### src/sv/bmpd_pkg.sv
// Shared types, codes and constants of the 1-bit BMP stream decoder.
package bmpd_pkg;

	localparam int unsigned MAX_DIMENSION_DEFAULT = 65535;

	localparam logic [15:0] BMP_SIGNATURE = 16'h4D42;
	localparam logic [31:0] INFO_SIZE_MIN = 32'd40;
	localparam logic [31:0] HEADER_LAST_POS = 32'd53;

	localparam logic [1:0] KIND_PIXEL = 2'd0;
	localparam logic [1:0] KIND_OK    = 2'd1;
	localparam logic [1:0] KIND_ERROR = 2'd2;

	localparam logic [3:0] ERR_SIGNATURE    = 4'd0;
	localparam logic [3:0] ERR_INFO_SIZE    = 4'd1;
	localparam logic [3:0] ERR_WIDTH        = 4'd2;
	localparam logic [3:0] ERR_HEIGHT       = 4'd3;
	localparam logic [3:0] ERR_PLANES       = 4'd4;
	localparam logic [3:0] ERR_BPP          = 4'd5;
	localparam logic [3:0] ERR_COMPRESSED   = 4'd6;
	localparam logic [3:0] ERR_TOO_LARGE    = 4'd7;
	localparam logic [3:0] ERR_OVERLAP      = 4'd8;
	localparam logic [3:0] ERR_TRUNCATED    = 4'd9;
	localparam logic [3:0] ERR_SHORT_HEADER = 4'd10;

	typedef enum logic [5:0] {
		PH_HEADER  = 6'b000001,
		PH_BADSIG  = 6'b000010,
		PH_SKIP    = 6'b000100,
		PH_PIXELS  = 6'b001000,
		PH_TRAILER = 6'b010000,
		PH_ERROR   = 6'b100000
	} phase_t;

	typedef struct packed {
		logic [7:0] byte_value;
		logic       last_byte;
	} item_t;

	typedef struct packed {
		logic [1:0]  kind;
		logic [15:0] pixel_x;
		logic [15:0] pixel_y;
		logic        dark;
		logic [3:0]  error_code;
		logic        last_of_run;
	} result_t;

	// everything one byte fans out into: up to eight pixels, then an optional status
	typedef struct packed {
		logic [7:0]  pix_bits;
		logic [15:0] x_base;
		logic [15:0] y;
		logic [3:0]  pix_count;
		logic        status;
		logic [1:0]  kind;
		logic [3:0]  err;
	} burst_t;

endpackage

### src/sv/bmpd_parse.sv
// Header capture, validation, palette polarity and pixel addressing, one byte per request.
module bmpd_parse #(
	parameter int unsigned MAX_DIMENSION = bmpd_pkg::MAX_DIMENSION_DEFAULT
) (
	input  logic             clk,
	input  logic             arst_n,
	input  logic             accept,
	input  bmpd_pkg::item_t  item,
	output logic             burst_valid,
	output bmpd_pkg::burst_t burst
);
	import bmpd_pkg::*;

	localparam logic [31:0] MaxDim = 32'(MAX_DIMENSION);

	function automatic logic [31:0] put_le(logic [31:0] v, logic [1:0] lane, logic [7:0] b);
		logic [31:0] r;
		r = v;
		r[{lane, 3'b000} +: 8] = b;
		return r;
	endfunction

	// floor(v/3) for v < 1024 by reciprocal multiply
	function automatic logic [8:0] div3(logic [9:0] v);
		logic [20:0] prod;
		prod = 21'(v) * 21'd683;
		return prod[19:11];
	endfunction

	logic [31:0] pos_q, pos_d;
	phase_t      phase_q, phase_d;
	logic [31:0] data_offset_q, data_offset_d;
	logic [31:0] info_size_q, info_size_d;
	logic [31:0] width_q, width_d;
	logic [31:0] height_q, height_d;
	logic [31:0] plane_depth_q, plane_depth_d;
	logic [31:0] compression_q, compression_d;
	logic [9:0]  sum0_q, sum0_d, sum1_q, sum1_d;
	logic        one_dark_q, one_dark_d;
	logic [15:0] file_row_q, file_row_d;
	logic [12:0] row_byte_q, row_byte_d;
	logic [3:0]  saved_err_q, saved_err_d;
	logic [15:0] rows_q;
	logic        top_down_q;
	logic [13:0] padded_q;

	logic [7:0]  b;
	logic [1:0]  lane;
	logic [32:0] pal_base, pal_end, rel;
	logic [31:0] rows_abs;
	logic        chk_fail;
	logic [3:0]  chk_code;
	logic        capture_dims;
	logic [16:0] rb_sum;
	logic [14:0] rbp;
	logic [13:0] padded_new;
	logic [15:0] x_base, y;
	logic [16:0] diff;
	logic [3:0]  count;
	logic [13:0] rb_next;
	logic [15:0] row_inc;

	assign b = item.byte_value;
	assign lane = pos_q[1:0] - 2'd2;
	assign rows_abs = height_q[31] ? (32'd0 - height_q) : height_q;
	assign pal_base = 33'd14 + {1'b0, info_size_q};
	assign pal_end = pal_base + 33'd8;
	assign rel = {1'b0, pos_q} - pal_base;
	assign rb_sum = {1'b0, width_q[15:0]} + 17'd7;
	assign rbp = {1'b0, rb_sum[16:3]} + 15'd3;
	assign padded_new = {rbp[13:2], 2'b00};
	assign x_base = {row_byte_q, 3'b000};
	assign y = top_down_q ? file_row_q : (rows_q - 16'd1 - file_row_q);
	assign diff = {1'b0, width_q[15:0]} - {1'b0, x_base};
	assign rb_next = {1'b0, row_byte_q} + 14'd1;
	assign row_inc = file_row_q + 16'd1;

	always_comb begin
		chk_fail = 1'b1;
		priority if (phase_q == PH_BADSIG) chk_code = ERR_SIGNATURE;
		else if (info_size_q < INFO_SIZE_MIN) chk_code = ERR_INFO_SIZE;
		else if (width_q == 32'd0 || width_q[31]) chk_code = ERR_WIDTH;
		else if (height_q == 32'd0) chk_code = ERR_HEIGHT;
		else if (plane_depth_q[15:0] != 16'd1) chk_code = ERR_PLANES;
		else if (plane_depth_q[31:16] != 16'd1) chk_code = ERR_BPP;
		else if (compression_q != 32'd0) chk_code = ERR_COMPRESSED;
		else if (width_q > MaxDim || rows_abs > MaxDim) chk_code = ERR_TOO_LARGE;
		else if ({1'b0, data_offset_q} < pal_end) chk_code = ERR_OVERLAP;
		else begin
			chk_fail = 1'b0;
			chk_code = ERR_SIGNATURE;
		end
	end

	always_comb begin
		if (diff[16] || diff == 17'd0) count = 4'd0;
		else if (diff >= 17'd8) count = 4'd8;
		else count = diff[3:0];
	end

	always_comb begin
		pos_d = pos_q;
		phase_d = phase_q;
		data_offset_d = data_offset_q;
		info_size_d = info_size_q;
		width_d = width_q;
		height_d = height_q;
		plane_depth_d = plane_depth_q;
		compression_d = compression_q;
		sum0_d = sum0_q;
		sum1_d = sum1_q;
		one_dark_d = one_dark_q;
		file_row_d = file_row_q;
		row_byte_d = row_byte_q;
		saved_err_d = saved_err_q;
		capture_dims = 1'b0;
		burst = '0;

		if (phase_q == PH_HEADER || phase_q == PH_BADSIG) begin
			priority if (pos_q == 32'd0) data_offset_d = {24'd0, b};
			else if (pos_q == 32'd1 && phase_q == PH_HEADER
					&& {b, data_offset_q[7:0]} != BMP_SIGNATURE) phase_d = PH_BADSIG;
			else if (pos_q >= 32'd10 && pos_q < 32'd14)
				data_offset_d = put_le(data_offset_q, lane, b);
			else if (pos_q >= 32'd14 && pos_q < 32'd18)
				info_size_d = put_le(info_size_q, lane, b);
			else if (pos_q >= 32'd18 && pos_q < 32'd22) width_d = put_le(width_q, lane, b);
			else if (pos_q >= 32'd22 && pos_q < 32'd26) height_d = put_le(height_q, lane, b);
			else if (pos_q >= 32'd26 && pos_q < 32'd30)
				plane_depth_d = put_le(plane_depth_q, lane, b);
			else if (pos_q >= 32'd30 && pos_q < 32'd34)
				compression_d = put_le(compression_q, lane, b);
			else begin
			end
			if (pos_q == HEADER_LAST_POS) begin
				if (chk_fail) begin
					saved_err_d = chk_code;
					phase_d = PH_ERROR;
				end else begin
					phase_d = PH_SKIP;
					capture_dims = 1'b1;
				end
			end
		end else if (phase_q == PH_SKIP) begin
			if (pos_q == data_offset_q) begin
				one_dark_d = div3(sum0_q) > div3(sum1_q);
				phase_d = PH_PIXELS;
			end else if (!rel[32]) begin
				if (rel < 33'd3) sum0_d = sum0_q + {2'd0, b};
				else if (rel >= 33'd4 && rel < 33'd7) sum1_d = sum1_q + {2'd0, b};
			end
		end

		burst.pix_bits = one_dark_d ? b : ~b;
		burst.x_base = x_base;
		burst.y = y;
		if (phase_d == PH_PIXELS) begin
			burst.pix_count = count;
			if (rb_next >= padded_q) begin
				row_byte_d = '0;
				file_row_d = row_inc;
				if (row_inc >= rows_q) phase_d = PH_TRAILER;
			end else begin
				row_byte_d = rb_next[12:0];
			end
		end

		if (item.last_byte) begin
			burst.status = 1'b1;
			unique case (phase_d)
				PH_ERROR: begin
					burst.kind = KIND_ERROR;
					burst.err = saved_err_d;
				end
				PH_TRAILER: burst.kind = KIND_OK;
				PH_HEADER, PH_BADSIG: begin
					burst.kind = KIND_ERROR;
					burst.err = ERR_SHORT_HEADER;
				end
				default: begin
					burst.kind = KIND_ERROR;
					burst.err = ERR_TRUNCATED;
				end
			endcase
			pos_d = '0;
			phase_d = PH_HEADER;
			data_offset_d = '0;
			info_size_d = '0;
			width_d = '0;
			height_d = '0;
			plane_depth_d = '0;
			compression_d = '0;
			sum0_d = '0;
			sum1_d = '0;
			one_dark_d = 1'b1;
			file_row_d = '0;
			row_byte_d = '0;
			saved_err_d = '0;
		end else if (pos_q != '1) begin
			pos_d = pos_q + 32'd1;
		end
	end

	assign burst_valid = accept && (burst.pix_count != 4'd0 || burst.status);

	always_ff @(posedge clk or negedge arst_n) begin
		if (!arst_n) begin
			pos_q <= '0;
			phase_q <= PH_HEADER;
			data_offset_q <= '0;
			info_size_q <= '0;
			width_q <= '0;
			height_q <= '0;
			plane_depth_q <= '0;
			compression_q <= '0;
			sum0_q <= '0;
			sum1_q <= '0;
			one_dark_q <= 1'b1;
			file_row_q <= '0;
			row_byte_q <= '0;
			saved_err_q <= '0;
		end else if (accept) begin
			pos_q <= pos_d;
			phase_q <= phase_d;
			data_offset_q <= data_offset_d;
			info_size_q <= info_size_d;
			width_q <= width_d;
			height_q <= height_d;
			plane_depth_q <= plane_depth_d;
			compression_q <= compression_d;
			sum0_q <= sum0_d;
			sum1_q <= sum1_d;
			one_dark_q <= one_dark_d;
			file_row_q <= file_row_d;
			row_byte_q <= row_byte_d;
			saved_err_q <= saved_err_d;
		end
	end

	always_ff @(posedge clk) begin
		if (accept && capture_dims) begin
			rows_q <= rows_abs[15:0];
			top_down_q <= height_q[31];
			padded_q <= padded_new;
		end
	end

endmodule

### src/sv/bmpd_emit.sv
// Burst register and serializer: one result per cycle into the output register while the output is not stalled.
module bmpd_emit (
	input  logic              clk,
	input  logic              arst_n,
	input  logic              burst_valid,
	input  bmpd_pkg::burst_t  burst,
	output logic              free,
	output logic              result_valid,
	input  logic              result_stall,
	output bmpd_pkg::result_t result
);
	import bmpd_pkg::*;

	burst_t  burst_s1;
	logic    burst_valid_s1;
	logic [3:0] idx_q;
	result_t result_s2;
	logic    result_valid_s2;

	logic [3:0] total;
	logic       at_end, out_free, step;
	result_t    elem;

	assign total = burst_s1.pix_count + {3'd0, burst_s1.status};
	assign at_end = (idx_q == total - 4'd1);
	assign out_free = !result_valid_s2 || !result_stall;
	assign step = burst_valid_s1 && out_free;
	assign free = !burst_valid_s1 || (out_free && at_end);

	always_comb begin
		elem = '0;
		elem.last_of_run = at_end;
		if (idx_q < burst_s1.pix_count) begin
			elem.kind = KIND_PIXEL;
			elem.pixel_x = burst_s1.x_base + {12'd0, idx_q};
			elem.pixel_y = burst_s1.y;
			elem.dark = burst_s1.pix_bits[3'd7 - idx_q[2:0]];
		end else begin
			elem.kind = burst_s1.kind;
			elem.error_code = burst_s1.err;
		end
	end

	always_ff @(posedge clk or negedge arst_n) begin
		if (!arst_n) begin
			burst_valid_s1 <= 1'b0;
			idx_q <= '0;
			result_valid_s2 <= 1'b0;
		end else begin
			if (free) begin
				burst_valid_s1 <= burst_valid;
				idx_q <= '0;
			end else if (step) begin
				idx_q <= idx_q + 4'd1;
			end
			if (out_free) result_valid_s2 <= burst_valid_s1;
		end
	end

	always_ff @(posedge clk) begin
		if (free && burst_valid) burst_s1 <= burst;
		if (step) result_s2 <= elem;
	end

	assign result_valid = result_valid_s2;
	assign result = result_s2;

endmodule

### src/sv/mono_bmp_stream_decoder.sv
// Top level of the streaming 1-bit BMP decoder.
// Input channel item/item_valid/item_stall carries one file byte per request, with
// last_byte marking the end of the file. Output channel result/result_valid/result_stall
// carries pixel results (column, row with the top row 0, dark flag) and, after the final
// byte, one status result: decoded ok or an error code.
// A header, padding or skipped byte causes no result and is taken every cycle while the
// burst stage is empty. A pixel data byte fans out into up to eight results and a final
// byte adds a status; the serializer sends one result per cycle while the output is not
// stalled, so the byte after such a byte waits while its results are sent.
// The first result of a byte is held in the burst stage before it enters the output
// register. The next byte is taken in the cycle the last result of the current one moves
// to the output register, so the two sides overlap.
// A stalled result holds in the output register; the burst stage behind it fills and
// then item_stall rises until the output moves again.
// arst_n clears all state but the captured dimensions and data; the block then waits for
// byte 0 of a file. After the final byte the decoder re-arms for the next file by itself.
module mono_bmp_stream_decoder #(
	parameter int unsigned MAX_DIMENSION = bmpd_pkg::MAX_DIMENSION_DEFAULT
) (
	input  logic              clk,
	input  logic              arst_n,
	input  logic              item_valid,
	output logic              item_stall,
	input  bmpd_pkg::item_t   item,
	output logic              result_valid,
	input  logic              result_stall,
	output bmpd_pkg::result_t result
);
	import bmpd_pkg::*;

	logic   accept;
	logic   free;
	logic   burst_valid;
	burst_t burst;

	assign item_stall = !free;
	assign accept = item_valid && free;

	bmpd_parse #(
		.MAX_DIMENSION(MAX_DIMENSION)
	) u_parse (
		.clk         (clk),
		.arst_n      (arst_n),
		.accept      (accept),
		.item        (item),
		.burst_valid (burst_valid),
		.burst       (burst)
	);

	bmpd_emit u_emit (
		.clk          (clk),
		.arst_n       (arst_n),
		.burst_valid  (burst_valid),
		.burst        (burst),
		.free         (free),
		.result_valid (result_valid),
		.result_stall (result_stall),
		.result       (result)
	);

endmodule
### config.mk
export PLATFORM = sky130hd
export DESIGN_NAME = mono_bmp_stream_decoder
export DESIGN_NICKNAME = d
export VERILOG_FILES = /design/src/sv/bmpd_pkg.sv /design/src/sv/bmpd_parse.sv /design/src/sv/bmpd_emit.sv /design/src/sv/mono_bmp_stream_decoder.sv
export SDC_FILE = /design/constraint.sdc
export NUM_CORES = 1
export LEC_CHECK = 0
export BUFFER_PORTS_ARGS = -buffer_cell sky130_fd_sc_hd__buf_2
export CORE_ASPECT_RATIO = 0.8
export CORE_MARGIN = 8
export CORE_UTILIZATION = 40
export DETAILED_ROUTE_END_ITERATION = 16
export PLACE_DENSITY = 0.62
export SLEW_MARGIN = 10
export SYNTH_ARGS = -nofsm -noshare
export SYNTH_HDL_FRONTEND = slang
export SYNTH_SLANG_ARGS = --single-unit
### constraint.sdc
create_clock -name clk -period 8 [get_ports clk]
set_input_delay 1.2 -clock clk [delete_from_list [all_inputs] [get_ports clk]]
set_output_delay 1.2 -clock clk [all_outputs]
set_load 0.01 [all_outputs]
Yosys cells after proc, flatten, opt, wreduce, memory -nomap -nowiden
Cells that the tools add are included.
{"block": "totals", "out_inout_bits": 42, "inputBits": 13, "reg_bits": 407, "word_cells": 295}
{"block": "op_classes", "mul": 2, "n_mux": 125, "bitwise_logic": 1, "reduce_logical": 58, "eq_ne": 28, "shift": 2, "addsub": 21, "order_cmp": 25}
{"operator": "$mux 32", "count": 48}
{"operator": "$bwmux 32", "count": 6}
{"operator": "$mux 10", "count": 13}
{"operator": "$ge 32x5->1 const B", "count": 4}
{"operator": "$lt 32x5->1 const B", "count": 4}
{"operator": "$logic_not 32->1", "count": 3}
{"operator": "$mux 4", "count": 18}
{"operator": "$mux 6", "count": 11}
{"operator": "$ge 32x4->1 const B", "count": 2}
{"operator": "$gt 32x16->1 const B", "count": 2}
{"operator": "$lt 32x6->1 const B", "count": 2}
{"operator": "$mux 16", "count": 4}
{"operator": "$mul 10x10->20 const B", "count": 2}
{"operator": "$mux 13", "count": 3}
{"operator": "$add 33x4->33 const B", "count": 1}
{"operator": "$add 4x32->33 const A", "count": 1}
{"operator": "$ge 33x3->1 const B", "count": 1}
{"operator": "$lt 32x33->1", "count": 1}
{"operator": "$lt 33x2->1 const B", "count": 1}
{"operator": "$lt 33x3->1 const B", "count": 1}
{"operator": "$sub 32x33->33", "count": 1}
{"operator": "$add 32x1->32 const B", "count": 1}
{"operator": "$eq 32x1->1 const B", "count": 1}
{"operator": "$eq 32x32->1", "count": 1}
{"operator": "other kinds (62)", "count": 130}

Depth between registers and ports, before layout
{"block": "logic_depth", "word_depth": 25, "depth_mapped": 26, "mapped_depth_nobuf": 26}

Modules after synthesis
A second synthesis with hierarchy kept.
{"block": "hier_totals", "hier_cells": 3116, "area_unflattened_um2": 29950.0}
{"mod": "bmpd_parse", "seq_area_each_um2": 7980.2, "area_per_inst_um2": 25978.7, "instances": 1, "cells_per_inst": 2865}
{"mod": "bmpd_emit", "seq_area_each_um2": 2882.8, "area_per_inst_um2": 3961.3, "instances": 1, "cells_per_inst": 249}
{"mod": "mono_bmp_stream_decoder", "seq_area_each_um2": 0.0, "area_per_inst_um2": 10.0, "instances": 1, "cells_per_inst": 2}

Least setup slack after synthesis
No wires, ideal clock.
{"block": "synth_timing", "path_kind": "flip-flop to flip-flop", "startpoint": "register u_parse.info_size_q[3]", "endpoint": "register u_parse.padded_q[10], enable pin", "stages_incl_launch_ff": 22, "synth_period_minus_slack_ns": 7.012, "t_arrival_ns": 6.577, "n_path_buf": 1, "required_time_ns": 7.565, "setup_ns": 0.435, "path_slack_ns": 0.988, "cell_sequence": "dfrtp_1 -> buf_2 -> nor3_1 -> xnor2_1 -> ha_1 -> inv_1 -> a211oi_1 -> or4b_2 -> nor3_1 -> nand3b_1 -> nand2b_1 -> nor3_1 -> nand2_1 -> xnor2_1 -> ha_1 -> nand4_1 -> or3_1 -> o31ai_1 -> a2111oi_0 -> nor3_1 -> o41ai_2 -> nor4_2"}
{"block": "synth_between", "elab_chain_cells": 16, "elab_cells_between_ends": 17, "cone_classes": "add/sub (2); order compare (2); mux (12); reduce/logical (1)"}
{"item": "start: declaration", "line": "bmpd_parse.sv:33", "source": "logic [31:0] info_size_q, info_size_d;"}
{"item": "start signal: assignment", "line": "bmpd_parse.sv:226", "source": "info_size_q <= info_size_d;"}
{"item": "$add 4x32->33", "line": "bmpd_parse.sv:66", "source": "assign pal_base = 33'd14 + {1'b0, info_size_q};"}
{"item": "$add 33x4->33", "line": "bmpd_parse.sv:67", "source": "assign pal_end = pal_base + 33'd8;"}
{"item": "$lt 32x33->1", "line": "bmpd_parse.sv:88", "source": "else if ({1'b0, data_offset_q} < pal_end) chk_code = ERR_OVERLAP;"}
{"item": "$mux 1", "line": "bmpd_parse.sv:88"}
{"item": "$mux 1", "line": "bmpd_parse.sv:87", "source": "else if (width_q > MaxDim || rows_abs > MaxDim) chk_code = ERR_TOO_LARGE;"}
{"item": "$mux 1", "line": "bmpd_parse.sv:86", "source": "else if (compression_q != 32'd0) chk_code = ERR_COMPRESSED;"}
{"item": "$mux 1", "line": "bmpd_parse.sv:85", "source": "else if (plane_depth_q[31:16] != 16'd1) chk_code = ERR_BPP;"}
{"item": "$mux 1", "line": "bmpd_parse.sv:84", "source": "else if (plane_depth_q[15:0] != 16'd1) chk_code = ERR_PLANES;"}
{"item": "$mux 1", "line": "bmpd_parse.sv:83", "source": "else if (height_q == 32'd0) chk_code = ERR_HEIGHT;"}
{"item": "$mux 1", "line": "bmpd_parse.sv:82", "source": "else if (width_q == 32'd0 || width_q[31]) chk_code = ERR_WIDTH;"}
{"item": "$mux 1 (*)", "line": "bmpd_parse.sv:81", "source": "else if (info_size_q < INFO_SIZE_MIN) chk_code = ERR_INFO_SIZE;"}
{"item": "$mux 1 (*)", "line": "bmpd_parse.sv:80", "source": "priority if (phase_q == PH_BADSIG) chk_code = ERR_SIGNATURE;"}
{"item": "$mux 1 (*)", "line": "bmpd_parse.sv:136", "source": "if (chk_fail) begin"}
{"item": "$mux 1 (*)", "line": "bmpd_parse.sv:135", "source": "if (pos_q == HEADER_LAST_POS) begin"}
{"item": "$mux 1 (*)", "line": "bmpd_parse.sv:119", "source": "if (phase_q == PH_HEADER || phase_q == PH_BADSIG) begin"}
{"item": "$logic_and 1x1->1 (*)", "line": "bmpd_parse.sv:241", "source": "if (accept && capture_dims) begin"}
{"item": "end signal: assignment", "line": "bmpd_parse.sv:244", "source": "padded_q <= padded_new;"}
{"item": "end: declaration", "line": "bmpd_parse.sv:45", "source": "logic [13:0] padded_q;"}
Mark *: on every way between the ends. The rest lies on a longest branch, timed or not.
A chain may end at the register's enable or synchronous reset.

Worst setup path in the final report
{"block": "layout_timing", "startpoint": "register u_parse.info_size_q[3]", "endpoint": "register u_emit.burst_s1[3] (netlist name) (data pin)"}
{"block": "layout_between", "elab_chain_cells": 21, "elab_cells_between_ends": 38, "cone_classes": "add/sub (2); order compare (2); eq/ne (5); mux (28); reduce/logical (1)"}
{"item": "$add 4x32->33", "line": "bmpd_parse.sv:66"}
{"item": "$add 33x4->33", "line": "bmpd_parse.sv:67"}
{"item": "$lt 32x33->1", "line": "bmpd_parse.sv:88"}
{"item": "$mux 1", "line": "bmpd_parse.sv:88"}
{"item": "$mux 1", "line": "bmpd_parse.sv:87"}
{"item": "$mux 1", "line": "bmpd_parse.sv:86"}
{"item": "$mux 1", "line": "bmpd_parse.sv:85"}
{"item": "$mux 1", "line": "bmpd_parse.sv:84"}
{"item": "[5 not listed]"}
{"item": "$mux 6", "line": "bmpd_parse.sv:135"}
{"item": "$mux 6", "line": "bmpd_parse.sv:119"}
{"item": "$mux 6", "line": "bmpd_parse.sv:162", "source": "if (row_inc >= rows_q) phase_d = PH_TRAILER;"}
{"item": "$mux 6", "line": "bmpd_parse.sv:159", "source": "if (rb_next >= padded_q) begin"}
{"item": "$mux 6", "line": "bmpd_parse.sv:157", "source": "if (phase_d == PH_PIXELS) begin"}
{"item": "$eq 6x1->1 or $eq 6x2->1 (tied branches)", "line": "bmpd_parse.sv:170", "source": "unique case (phase_d)"}
{"item": "$reduce_or 2->1", "line": "bmpd_parse.sv:170"}
{"item": "$pmux 4 s3 (*)", "line": "bmpd_parse.sv:170"}
{"item": "end signal: assignment", "line": "bmpd_emit.sv:61", "source": "if (free && burst_valid) burst_s1 <= burst;"}
{"item": "end: declaration", "line": "bmpd_emit.sv:14", "source": "burst_t burst_s1;"}
Marks and branches as above.

==> results.py <==
metrics = {
    "synthesis": {
        "synth-async-reset-ratio_pct": 71.3,
        "syn_nets": 3500,
        "synthTopCellsByArea": "dfrtp_1, ha_1, edfxtp_1, mux2_2, xnor2_1",
        "yosysUniqueCellTypes": 93,
        "yosys_register_bits": 407,
        "synth_area_sq_um": 30200,
        "synth.top_cell.area_share_pct": 23.9,
        "synth.yosys.seq_area_share_pct": 35.7,
        "synthFlopType": "dfrtp_1",
        "syn_avg_cell_area_sq_um": 9.56,
        "synth_top_area_cell": "dfrtp_1",
        "synth_enable_flop_cells": 117,
        "yosys_warnings": 0,
        "synth_cells": 3155,
    },
    "pwr": {
        "power_frac_seq_pct": 25.6,
        "powerDensity_nw_per_um2": 343,
        "ir_drop_mv": 0.376,
        "swShare_pct": 44.6,
        "p_int_w": 0.00628,
        "p_clk_share_pct": 17.8,
        "combPwrFrac_pct": 56.6,
        "switchingPower_w": 0.00505,
        "p_leak_nw": 14.9,
    },
    "setup_path": {
        "critPathMaxFanout": 11,
        "cp_common_cell": "nor3_1",
        "cp.arrival_ps": 7430,
        "worstSetupStartpointType": "register",
        "crit_slowest_cell": "or4b_2",
        "slowest_delay_ps": 690,
        "required_ps": 8400,
        "crit_chain": "nor3_1 > xnor2_1 > ha_1 > inv_1 > a211oi_1 > or4b_2 > nor3_1 > nand3b_1 > nand2b_1 > nor3_1 > nand2_1 > xnor2_1 > ha_1 > nand4_1 > or3_1 > o31ai_1 > a2111oi_0 > nor3_1 > o41ai_2 > o31a_1 > or2_4 > a2111oi_4",
        "crit_type": "register to register",
        "crit_buf_inv": 1,
        "cp_top_family": "simple AND/OR/NAND/NOR gates",
        "end_kind": "register",
    },
    "floorplanning": {
        "coreArea_sq_um": 75000,
        "initial_core_util_pct": 40.2,
        "rows": 90,
        "io_pins": 55,
        "die_w_um": 323,
        "die_y_um": 262,
        "die-area_sq_um": 84500,
    },
    "placed_design": {
        "hpwl_um": 61300,
        "io_buffers": 54,
        "place.gp.congestion": 0.914,
        "place_inst": 4134,
    },
    "sta": {
        "worstMarginPinSlew_ps": 1290,
        "fin_skew_ps": 36.1,
        "drv_slew": 0,
        "slew_headroom_pct": 13.4,
        "post-route-min-period_ps": 7030,
        "period_share_pct": 87.9,
        "tns_ps": 0,
        "finalSetupViolCount": 0,
        "finalHoldViolations": 0,
        "rsz0062_at_grt": "false",
        "max_freq_mhz": 142,
    },
    "clock_tree": {
        "numCtsBuffers": 45,
        "postCtsSetupBuffers": 0,
        "postCtsHoldBufs": 0,
        "clock_tree.buffer_depth": 3,
        "cts_tree": "built",
        "root_buffer": "clkbuf_16",
        "clock_latency_ps": 600,
        "clkTransAtPathRegs_ps": 60,
        "cts_htree_levels": 2,
        "cts_resized": 0,
        "cts_sinks": 407,
    },
    "routing": {
        "wire_per_inst_um": 19.4,
        "postRouteAntennaNets": 0,
        "drt_pre_antenna_iters": 5,
        "routed_wl_um": 81800,
        "via_count": 24100,
        "drc_errors": 0,
        "routed_via_density": 5.72,
        "drt_iter0_drc": 2256,
    },
    "run_status": {
        "status": "finished clean",
    },
    "cells_and_area": {
        "antennaDiodeCount": 0,
        "largest_register_ffs": 48,
        "n_fill_cell": 7279,
        "syn2layout_area_growth_pct": 9.35,
        "final_nets": 3514,
        "register_area_sq_um": 10800,
        "top_register": "u_emit.burst_s1",
        "drive_above_1_share_pct": 9.80,
        "multiInputGateArea_sq_um": 18100,
        "layout.cells.non_filler": 4216,
    },
    "global_routing": {
        "grt_usage_pct": 19.0,
        "antenna_found_initial": 0,
        "overflow": 0,
        "grt_max_degree": 126,
        "grt_pass1_wl_um": 129000,
        "grt_pass1_vias": 22500,
    },
    "run": {
        "cap_violations": 0,
    },
    "min_path": {
        "hp-class": "register to register",
    },
}
==> Yosys cell counts, types with 45 or more instances <==
library cell / n
a21oi_1: 98
and2_1: 76
clkbuf_1: 107
dfrtp_1: 288
edfxtp_1: 117
fa_1: 49
ha_1: 283
inv_1: 237
mux2_2: 111
nand2_1: 231
nand2b_1: 45
nand3_1: 71
nand4_1: 52
nor2_1: 191
nor3_1: 86
nor4_1: 74
o21ai_0: 171
xnor2_1: 117
xor2_1: 107
==> per-stage QoR <==
step | hold slack (ps) | util (%) | total power [W] | instance area, sq um | worst slack (ps)
final | 482 | 44.0 | 0.0113 | 33000 | 968
after global routing | 481 | 44.0 | 0.0123 | 33000 | 396
after CTS | 475 | 44.0 | 0.0113 | 33000 | 1080
after detailed placement | 463 | 42.1 | 0.00924 | 31600 | 1150
after global placement | 455 | 42.1 | 0.00920 | 31600 | 1330
after floorplan | 423 | - | 0.00757 | 30200 | 988
==> cells by family after synthesis <==
group,after synthesis,synth area share [%]
mux,127,4.76
fa+ha+maj,332,15.0
simple gates,1040,18.2
buf+inv,361,4.52
compound gates,664,15.4
flops,407,35.7
xor+xnor,224,6.50
==> path summary, 6_finish.rpt <==
| path | startpoint | end | slack, ps | depth (start not counted) |
|---|---|---|---|---|
| max | u_parse.info_size_q[3] | u_emit.burst_s1[3] | 970 | 22 |
| min | u_parse.row_byte_q[5] | u_emit.burst_s1[35] | 480 | 0 |
| max reg2reg | u_parse.info_size_q[3] | u_emit.burst_s1[3] | 970 | 22 |
| min reg2reg | u_parse.row_byte_q[5] | u_emit.burst_s1[35] | 480 | 0 |
| max in group asynchronous | arst_n | u_parse.sum1_q[6] | 5760 | 2 |
| min in group asynchronous | arst_n | u_parse.compression_q[28] | 700 | 1 |
==> cell usage in the layout (no fill, tap or decap), types with 107 or more instances in the layout <==
| cell type | Yosys | routed |
|---|---|---|
| xnor2_1 | 117 | 117 |
| inv_1 | 237 | 237 |
| dfrtp_1 | 288 | 288 |
| o21ai_0 | 171 | 169 |
| nand2_1 | 231 | 231 |
| mux2_2 | 111 | 111 |
| ha_1 | 283 | 283 |
| edfxtp_1 | 117 | 117 |
| xor2_1 | 107 | 107 |
| nor2_1 | 191 | 189 |
==> power groups by stage <==
stage / Clock, W / Sequential, W / Combinational [W]
final: 0.00201 / 0.00290 / 0.00642
after detailed placement: 0 / 0.00292 / 0.00632
after global placement: 0 / 0.00292 / 0.00628
after floorplan: 0 / 0.00280 / 0.00477
after global routing: 0.00214 / 0.00295 / 0.00719
after CTS: 0.00206 / 0.00289 / 0.00639
==> layout make-up <==
cell class | count | share of cell area [%]
clock inverter | 28 | 0.724
sequential | 407 | 32.6
multi-input combinational | 2387 | 54.8
timing repair buffer | 89 | 1.65
clock buffer | 54 | 3.58
inverter | 239 | 2.72
tap | 1012 | 3.84
==> layer usage <==
layer | share of wire (%) | track usage [%]
met1 | 50 | 29.1
met2 | 40 | 27.0
met3 | 8.0 | 4.09
met4 | 2.1 | 4.15
met5 | 0 | 0
Power figures use the tool's default switching activity.
